==> src/sv/ufp_pkg.sv <==
// Types, codes and helper functions shared by the form parser files.
package ufp_pkg;

    localparam logic [7:0] C_AMP = 8'h26;  // '&'
    localparam logic [7:0] C_EQ  = 8'h3D;  // '='
    localparam logic [7:0] C_PCT = 8'h25;  // '%'

    localparam int unsigned N_RES = 4;

    typedef enum logic [1:0] {
        ROLE_NAME     = 2'd0,
        ROLE_VALUE    = 2'd1,
        ROLE_PAIR_END = 2'd2
    } t_role;

    typedef enum logic [1:0] {
        SEG_NAME  = 2'd0,
        SEG_VALUE = 2'd1,
        SEG_DROP  = 2'd2
    } t_seg;

    typedef enum logic [1:0] {
        ESC_NONE  = 2'd0,
        ESC_PCT   = 2'd1,
        ESC_DIGIT = 2'd2
    } t_esc;

    typedef struct packed {
        t_seg       seg;
        t_esc       esc;
        logic [7:0] held;
    } t_state;

    typedef struct packed {
        logic [7:0] out_byte;
        t_role      role;
        logic       has_value;
    } t_result;

    typedef struct packed {
        t_result [N_RES-1:0] ent;
        logic [2:0]          cnt;
    } t_burst;

    typedef struct packed {
        logic       ok;
        logic [3:0] val;
    } t_hex;

    localparam t_state C_STATE_RST = '{seg: SEG_NAME, esc: ESC_NONE, held: 8'h00};

    function automatic t_hex hex_digit(input logic [7:0] c);
        t_hex h;
        h = '{ok: 1'b0, val: 4'h0};
        if (c >= 8'h30 && c <= 8'h39) begin
            h = '{ok: 1'b1, val: 4'(c - 8'h30)};
        end else if (c >= 8'h41 && c <= 8'h46) begin
            h = '{ok: 1'b1, val: 4'(c - 8'h37)};
        end else if (c >= 8'h61 && c <= 8'h66) begin
            h = '{ok: 1'b1, val: 4'(c - 8'h57)};
        end
        return h;
    endfunction

    function automatic t_burst burst_push(input t_burst b, input t_result r);
        t_burst o;
        o = b;
        if (b.cnt < 3'(N_RES)) begin
            o.ent[b.cnt[1:0]] = r;
            o.cnt = b.cnt + 3'd1;
        end
        return o;
    endfunction

endpackage

==> src/sv/ufp_if.sv <==
// Request channel interfaces for the form parser: raw byte in, tagged result out.
interface ufp_in_if;
    logic       valid;
    logic       ready;
    logic [7:0] in_byte;
    logic       body_last;

    modport source (output valid, output in_byte, output body_last, input ready);
    modport sink   (input valid, input in_byte, input body_last, output ready);
endinterface

interface ufp_out_if;
    logic       valid;
    logic       ready;
    logic [7:0] out_byte;
    logic [1:0] role;
    logic       has_value;
    logic       run_last;

    modport source (output valid, output out_byte, output role, output has_value,
                    output run_last, input ready);
    modport sink   (input valid, input out_byte, input role, input has_value,
                    input run_last, output ready);
endinterface

==> src/sv/urlencoded_form_parser_top.sv <==
// Top level of the URL-encoded form parser: input register, decoder, result buffer.
//
//   channel | direction | payload                                  | handshake
//   i_in    | in        | in_byte[7:0], body_last                   | valid/ready
//   o_out   | out       | out_byte[7:0], role[1:0], has_value, run_last | valid/ready
//
// A request lands in the input register; its results (0 to 4) are decoded against
// the parser state and loaded all at once into the result buffer. Results leave
// one per cycle while the output is ready, so single-result bytes stream at one
// per cycle. A result reaches the output via the input register, then the buffer.
// Reset is synchronous, active low: name segment, no escape held.
// A stalled output holds the buffer; one further request waits in the input register.
module urlencoded_form_parser_top
    import ufp_pkg::*;
(
    input  logic       i_clk,
    input  logic       i_rst_n,
    ufp_in_if.sink     i_in,
    ufp_out_if.source  o_out
);

    t_state              r_state;
    t_state              n_state;
    t_burst              n_burst;
    logic                r_in_valid;
    logic [7:0]          r_in_byte;
    logic                r_in_last;
    t_result [N_RES-1:0] r_ent;
    logic [2:0]          r_cnt;
    logic [1:0]          r_idx;

    logic in_fire;
    logic out_fire;
    logic load;

    ufp_decode u_decode (
        .i_state (r_state),
        .i_byte  (r_in_byte),
        .i_last  (r_in_last),
        .o_state (n_state),
        .o_burst (n_burst)
    );

    assign out_fire = o_out.valid && o_out.ready;
    assign load     = r_in_valid && ((r_cnt == 3'd0) || ((r_cnt == 3'd1) && o_out.ready));
    assign in_fire  = i_in.valid && i_in.ready;

    assign i_in.ready      = !r_in_valid || load;
    assign o_out.valid     = (r_cnt != 3'd0);
    assign o_out.out_byte  = r_ent[r_idx].out_byte;
    assign o_out.role      = r_ent[r_idx].role;
    assign o_out.has_value = r_ent[r_idx].has_value;
    assign o_out.run_last  = (r_cnt == 3'd1);

    always_ff @(posedge i_clk) begin
        if (!i_rst_n) begin
            r_state    <= C_STATE_RST;
            r_in_valid <= 1'b0;
            r_cnt      <= 3'd0;
            r_idx      <= 2'd0;
        end else begin
            if (in_fire) begin
                r_in_valid <= 1'b1;
            end else if (load) begin
                r_in_valid <= 1'b0;
            end
            if (load) begin
                r_state <= n_state;
                r_cnt   <= n_burst.cnt;
                r_idx   <= 2'd0;
            end else if (out_fire) begin
                r_cnt <= r_cnt - 3'd1;
                r_idx <= r_idx + 2'd1;
            end
        end
    end

    always_ff @(posedge i_clk) begin
        if (in_fire) begin
            r_in_byte <= i_in.in_byte;
            r_in_last <= i_in.body_last;
        end
        if (load) begin
            r_ent <= n_burst.ent;
        end
    end

endmodule

==> src/sv/ufp_decode.sv <==
// Decoder for one raw byte: next parser state and the list of results it causes.
module ufp_decode
    import ufp_pkg::*;
(
    input  t_state     i_state,
    input  logic [7:0] i_byte,
    input  logic       i_last,
    output t_state     o_state,
    output t_burst     o_burst
);

    always_comb begin
        t_state  s;
        t_burst  bl;
        t_hex    hx;
        t_hex    hh;
        t_role   drole;
        logic    dropping;

        s   = i_state;
        bl  = '0;
        hx  = hex_digit(i_byte);
        hh  = hex_digit(s.held);
        dropping = (s.seg != SEG_NAME) && (s.seg != SEG_VALUE);
        drole    = (s.seg == SEG_NAME) ? ROLE_NAME : ROLE_VALUE;

        if (dropping) begin
            s.esc = ESC_NONE;
            if (i_byte == C_AMP) begin
                bl    = burst_push(bl, '{out_byte: 8'h00, role: ROLE_PAIR_END, has_value: 1'b1});
                s.seg = SEG_NAME;
            end
        end else if (i_byte == C_AMP || i_byte == C_EQ) begin
            // unfinished escape goes out literally in the current segment
            if (s.esc == ESC_PCT || s.esc == ESC_DIGIT) begin
                bl = burst_push(bl, '{out_byte: C_PCT, role: drole, has_value: 1'b0});
            end
            if (s.esc == ESC_DIGIT) begin
                bl = burst_push(bl, '{out_byte: s.held, role: drole, has_value: 1'b0});
            end
            s.esc = ESC_NONE;
            if (i_byte == C_AMP) begin
                bl = burst_push(bl, '{out_byte: 8'h00, role: ROLE_PAIR_END,
                                      has_value: (s.seg != SEG_NAME)});
                s.seg = SEG_NAME;
            end else begin
                s.seg = (s.seg == SEG_NAME) ? SEG_VALUE : SEG_DROP;
            end
        end else begin
            case (s.esc)
                ESC_PCT: begin
                    if (hx.ok) begin
                        s.held = i_byte;
                        s.esc  = ESC_DIGIT;
                    end else begin
                        bl    = burst_push(bl, '{out_byte: C_PCT, role: drole, has_value: 1'b0});
                        s.esc = ESC_NONE;
                    end
                end
                ESC_DIGIT: begin
                    if (hx.ok) begin
                        bl = burst_push(bl, '{out_byte: {(hh.ok ? hh.val : 4'h0), hx.val},
                                              role: drole, has_value: 1'b0});
                    end else begin
                        bl = burst_push(bl, '{out_byte: C_PCT, role: drole, has_value: 1'b0});
                        bl = burst_push(bl, '{out_byte: s.held, role: drole, has_value: 1'b0});
                    end
                    s.esc = ESC_NONE;
                end
                default: begin
                    s.esc = ESC_NONE;
                end
            endcase
            // failing byte, or a byte outside an escape, handled on its own
            if (!(i_state.esc == ESC_PCT && hx.ok) && !(i_state.esc == ESC_DIGIT && hx.ok)) begin
                if (i_byte == C_PCT) begin
                    s.esc = ESC_PCT;
                end else begin
                    bl = burst_push(bl, '{out_byte: i_byte, role: drole, has_value: 1'b0});
                end
            end
        end

        if (i_last) begin
            drole = (s.seg == SEG_NAME) ? ROLE_NAME : ROLE_VALUE;
            if (s.seg == SEG_NAME || s.seg == SEG_VALUE) begin
                if (s.esc == ESC_PCT || s.esc == ESC_DIGIT) begin
                    bl = burst_push(bl, '{out_byte: C_PCT, role: drole, has_value: 1'b0});
                end
                if (s.esc == ESC_DIGIT) begin
                    bl = burst_push(bl, '{out_byte: s.held, role: drole, has_value: 1'b0});
                end
            end
            bl = burst_push(bl, '{out_byte: 8'h00, role: ROLE_PAIR_END,
                                  has_value: (s.seg != SEG_NAME)});
            s.seg  = SEG_NAME;
            s.esc  = ESC_NONE;
            s.held = 8'h00;
        end

        o_state = s;
        o_burst = bl;
    end

endmodule

==> src/flat_wrapper.sv <==
// flat-port wrapper written by rule: the top's interface ports become plain ports
module urlencoded_form_parser_top_flat import ufp_pkg::*;
  (i_clk, i_rst_n, i_in_valid, i_in_in_byte, i_in_body_last, i_in_ready, o_out_valid, o_out_out_byte, o_out_role, o_out_has_value, o_out_run_last, o_out_ready);
  ufp_in_if i_in_i ();
  ufp_out_if o_out_i ();
  input  logic i_clk;
  input  logic i_rst_n;
  input wire logic [$bits(i_in_i.valid)-1:0] i_in_valid;
  input wire logic [$bits(i_in_i.in_byte)-1:0] i_in_in_byte;
  input wire logic [$bits(i_in_i.body_last)-1:0] i_in_body_last;
  output wire logic [$bits(i_in_i.ready)-1:0] i_in_ready;
  output wire logic [$bits(o_out_i.valid)-1:0] o_out_valid;
  output wire logic [$bits(o_out_i.out_byte)-1:0] o_out_out_byte;
  output wire logic [$bits(o_out_i.role)-1:0] o_out_role;
  output wire logic [$bits(o_out_i.has_value)-1:0] o_out_has_value;
  output wire logic [$bits(o_out_i.run_last)-1:0] o_out_run_last;
  input wire logic [$bits(o_out_i.ready)-1:0] o_out_ready;
  assign i_in_i.valid = i_in_valid;
  assign i_in_i.in_byte = i_in_in_byte;
  assign i_in_i.body_last = i_in_body_last;
  assign i_in_ready = i_in_i.ready;
  assign o_out_valid = o_out_i.valid;
  assign o_out_out_byte = o_out_i.out_byte;
  assign o_out_role = o_out_i.role;
  assign o_out_has_value = o_out_i.has_value;
  assign o_out_run_last = o_out_i.run_last;
  assign o_out_i.ready = o_out_ready;
  urlencoded_form_parser_top u_core (.i_clk(i_clk), .i_rst_n(i_rst_n), .i_in(i_in_i), .o_out(o_out_i));
endmodule
==> config.mk <==
export PLATFORM = sky130hd
export DESIGN_NAME = urlencoded_form_parser_top_flat
export DESIGN_NICKNAME = d
export VERILOG_FILES = /design/src/sv/ufp_pkg.sv /design/src/sv/ufp_if.sv /design/src/sv/urlencoded_form_parser_top.sv /design/src/sv/ufp_decode.sv /design/src/flat_wrapper.sv
export SDC_FILE = /design/constraint.sdc
export NUM_CORES = 1
export LEC_CHECK = 0
export BUFFER_PORTS_ARGS = -buffer_cell sky130_fd_sc_hd__buf_2
export CORE_MARGIN = 4
export CORE_UTILIZATION = 63
export DETAILED_ROUTE_END_ITERATION = 16
export HOLD_SLACK_MARGIN = 0.08
export PLACE_DENSITY_LB_ADDON = 0.05
export SLEW_MARGIN = 20
export SYNTH_ARGS = -nofsm -noshare
export SYNTH_HDL_FRONTEND = slang
export SYNTH_SLANG_ARGS = --single-unit
==> constraint.sdc <==
create_clock -name i_clk -period 13.8 [get_ports i_clk]
set_input_delay 4.14 -clock i_clk [delete_from_list [all_inputs] [get_ports i_clk]]
set_output_delay 4.14 -clock i_clk [all_outputs]
set_load 0.02 [all_outputs]
======== Word-level counts from Yosys, hierarchy flattened ========
Index checks and enable logic that the tools add are counted.
cells by class
  $add $sub $neg .......................... 15
  order comparisons ....................... 34
  eq/ne operators ......................... 10
  multiplexer cells ....................... 86
  bitwise gates (word level) .............. 1
  reduce and logical (&&, ||, !) cells .... 39
operators by type and width
  cell                 count
  $mux 47              27
  $bwmux 44            7
  $demux 11 s2         7
  $pmux 47 s2          1
  $mux 11              8
  $mux 14              4
  $mux 12              3
  $ge 8x7->1 const B   4
  $le 8x7->1 const B   4
  $mux 8               4
  $mux 5               6
  $eq 8x6->1 const B   3
  $lt 2x3->1 const B   8
  $bmux 11 s2          1
  $add 3x1->3 const B  7
  $logic_and 1x1->1    21
  $lt 3x3->1 const B   7
  $mux 2               9
  $ge 8x6->1 const B   2
  $le 8x6->1 const B   2
  $sub 4x3->4 const B  4
  $ge 2x1->1 const B   7
  $mux 4               2
  $reduce_bool 2->1    4
  17 further kinds     33
storage, ports and cells
  register bits ........................... 71
  input bits .............................. 13
  output and inout port bits .............. 14
  logic and storage cells ................. 205

======== Logic depth before layout (Yosys ltp) ========
  word-level depth ........................ 55
  depth in mapped cells ................... 22
  gate-level depth less buffers ........... 20

======== Cells and area by module ========
A second synthesis with hierarchy kept.
second synthesis, totals
  cell total of the unflattened synthesis .. 571
  area, all modules ....................... 5475.3 um2
by module, submodules not included
  module                      instances  cells each  area each (um2)  sequential area each (um2)
  ufp_decode                  1          408         2782.7           0.0
  urlencoded_form_parser_top  1          163         2692.6           1951.9

======== Worst setup path after synthesis ========
OpenSTA, ideal clock, no wires.
  path type ............................... input to output
  from .................................... input o_out_ready
  to ...................................... output i_in_ready
  data arrival time ....................... 4452 ps
  data required time ...................... 9660 ps
  path slack .............................. 5208 ps
  cell stages on the path ................. 2
  buffers on the path ..................... 0
  path through ............................ nand3b_1 nand3_1
between the ends
  word-level cells in the longest chain between the ends .. 4
ends and longest elaborated chain
  element            RTL line                          text
  start, declared    flat_wrapper.sv:17                input wire logic [$bits(o_out_i.ready)-1:0] o_out_ready;
  $logic_and 1x1->1  urlencoded_form_parser_top.sv:45  assign load = r_in_valid && ((r_cnt == 3'd0) || ((r_cnt == 3'd1) && o_out.ready));
  $logic_or 1x1->1   urlencoded_form_parser_top.sv:45
  $logic_and 1x1->1  urlencoded_form_parser_top.sv:45
  $logic_or 1x1->1   urlencoded_form_parser_top.sv:48  assign i_in.ready = !r_in_valid || load;
  end, declared      flat_wrapper.sv:11                output wire logic [$bits(i_in_i.ready)-1:0] i_in_ready;
Every way passes these cells.

======== Final worst setup path ========
Ends and elaborated chain as after synthesis.

==> qor.yml <==
pre_cts_ws_ps: 5010
ctsHoldBuffers: 0
grt_pass1_vias: 4736
cp.required_ps: 9660
rsz0062_at_grt: "false"
period_share_pct: 63.7
status: "complete, no violations"
die_y_um: 101
layout_min_cycle_time_ps: 8800
ys_types: 85
pin_count: 27
clock-sinks: 71
place_area_um2: 5560
ant_nets: 0
powerDensity_nw_per_um2: 121
setup_viol: 0
reg2reg_depth: 17
clk_path_buf_depth: 2
vdd_ir_drop_max_v: 0.000113
clock_skew_ps: 20.1
grt_util_met2_pct: 51.3
grt.met1_usage_pct: 44.9
final_cell_area_um2: 5810
grt_pass1_wl_um: 25800
dieArea_um2: 10200
syn-cell-area_um2: 5430
dr.pass1.iters: 6
cts_root_buf: "clkbuf_8"
finalPower_mw: 0.703
synth_top_area_share_pct: 29.3
synth-main-ff-cell: "edfxtp_1"
yosys_warnings: 0
drive_gt1_share_pct: 15.4
netlist_instances: 559
nets: 608
grt_max_degree: 29
htreeDepth: 3
synth_nets: 599
whs_path_depth: 2
worstMarginPinSlew_ps: 1100
cts_resized: 0
cp_data_arrival_time_ps: 4660
p_leak_nw: 2.05
drtIter0Drc: 579
drc: 0
portBuffers: 26
hold_viol_final: 0
max_slew_margin_pct: 25.8
die_w_um: 101
fmax_mhz: 114
tns_ps: 0
max_cap_viol_count: 0
globalRouteTotalUtil_pct: 33.4
ys_ff_latch: 71
synth-edff-count: 53
fin_ws_ps: 5000
syn2layout_area_growth_pct: 7.08
num_antenna_cells: 0
clkSlewWorstSetupHoldPaths_ps: 90
synth.top_cells.by_area: "edfxtp_1 29%, dfxtp_1 6.6%, ha_1 6.2%"
initial_core_util_pct: 65.4
start_kind: "input pin"
overflow: 0
worstSkewPairLatency_ps: 370
num_rows: 33
nFillCells: 618
cp_max_fo: 4
slew_violations: 0
cts_inserted_buffers: 9
cp-end-kind: "primary output"
core_um2: 8300
busiest_layer: "met2"
post-cts-setup-buffers: 0
detail_route.wl_per_cell_um: 24.6
dp_hpwl_um: 12300
holdWs_ps: 520
hp-class: "flop to flop"
grt_antenna_before_repair: 0
cts_tree: "built"
synth.avg_cell_area_um2: 9.71
vias: 5098
place_congestion: 1.03
yosysTopAreaCell: "edfxtp_1"
crit_type: "input pin to primary output"
use_met3_pct: 8.65
via_per_inst: 7.52
wl_um: 16700
yosysSeqAreaShare_pct: 36.0
async_flop_share_pct: 0
[synthesized netlist by cell type, types with 7 or more instances]
library cell	count
nor2_1	39
a21oi_1	38
edfxtp_1	53
a211oi_1	16
o31ai_1	7
inv_1	24
buf_2	8
a21boi_0	8
and2_1	8
a31oi_1	7
nor3_1	10
nand3_1	23
nor2b_1	7
ha_1	27
mux4_2	11
a21o_1	7
a22oi_1	13
o21ai_0	18
nand2_1	38
o211ai_1	7
clkbuf_1	15
dfxtp_1	18
[path summary, 6_finish.rpt]
| kind | slack, ps | endpoint | from |
|---|---|---|---|
| max | 5000 | i_in_ready | o_out_ready |
| min | 520 | u_core.r_cnt[1]$_SDFFE_PN0P_ | u_core.r_cnt[1]$_SDFFE_PN0P_ |
| max reg2reg | 7300 | u_core.r_ent[6]$_DFFE_PP_ | u_core.r_in_byte[1]$_DFFE_PP_ |
| min reg2reg | 520 | u_core.r_cnt[1]$_SDFFE_PN0P_ | u_core.r_cnt[1]$_SDFFE_PN0P_ |
[critical path, cell delays in order]
cell and delay (ps):
buf_2 120, nand3b_1 120, nand3_1 100, buf_2 180
[kinds of logic (layout without fill, tap and decap cells)]
| group | after synthesis | count (layout) | synth area share (%) |
|---|---|---|---|
| mux | 16 | 16 | 5.53 |
| fa+ha+maj | 27 | 27 | 6.22 |
| compound gates | 204 | 204 | 28.8 |
| xor+xnor | 8 | 8 | 1.29 |
| buf+inv | 59 | 73 | 4.89 |
| simple gates | 174 | 174 | 17.3 |
| flops | 71 | 71 | 36.0 |
[per-stage QoR]
step	utilization [%]	instances
2_1_floorplan	-	559
3_3_place_gp	67.0	662
3_5_place_dp	67.0	662
4_1_cts	70.0	678
5_1_grt	70.0	678
6_report	70.0	678
[sequential cells by signal, indices dropped and copies added (netlist names)]
name	cells
u_core.r_ent	44
u_core.r_cnt	3
u_core.r_idx	2
u_core.r_in_valid	1
u_core.r_in_byte	8
u_core.r_state	12
u_core.r_in_last	1
[final cells by class]
class	count	area, um^2	area share (%)
clock buffer	9	124	2.13
clock inverter	7	128	2.20
inverter	27	101	1.74
multi-input combinational	429	3220	55.3
sequential	71	1950	33.6
tap	105	131	2.26
timing repair buffer	30	160	2.76
[report_power, final]
group | leakage [nW] | switching, mW | total, mW | internal, mW
Combinational | 1.27 | 0.106 | 0.178 | 0.0718
Clock | 0.126 | 0.0910 | 0.214 | 0.123
Sequential | 0.651 | 0.0378 | 0.311 | 0.273
[layout by cell type, fill, tap and decap left out, types with 7 or more instances in the layout]
cell,n
nand3_1,23
a21o_1,7
inv_1,24
nor2_1,39
nor2b_1,7
and2_1,8
a21oi_1,38
a211oi_1,16
a31oi_1,7
nand2_1,38
mux4_2,11
clkbuf_8,9
ha_1,27
edfxtp_1,53
a22oi_1,13
buf_2,26
o31ai_1,7
a21boi_0,8
dfxtp_1,18
o21ai_0,18
o211ai_1,7
nor3_1,9
[layer usage]
layer | wire [um] | part of all wire (%)
met5 | 0 | 0
met4 | 666 | 4.0
met3 | 2110 | 13
met2 | 7450 | 45
met1 | 6430 | 39
Power figures use the tool's default switching activity.
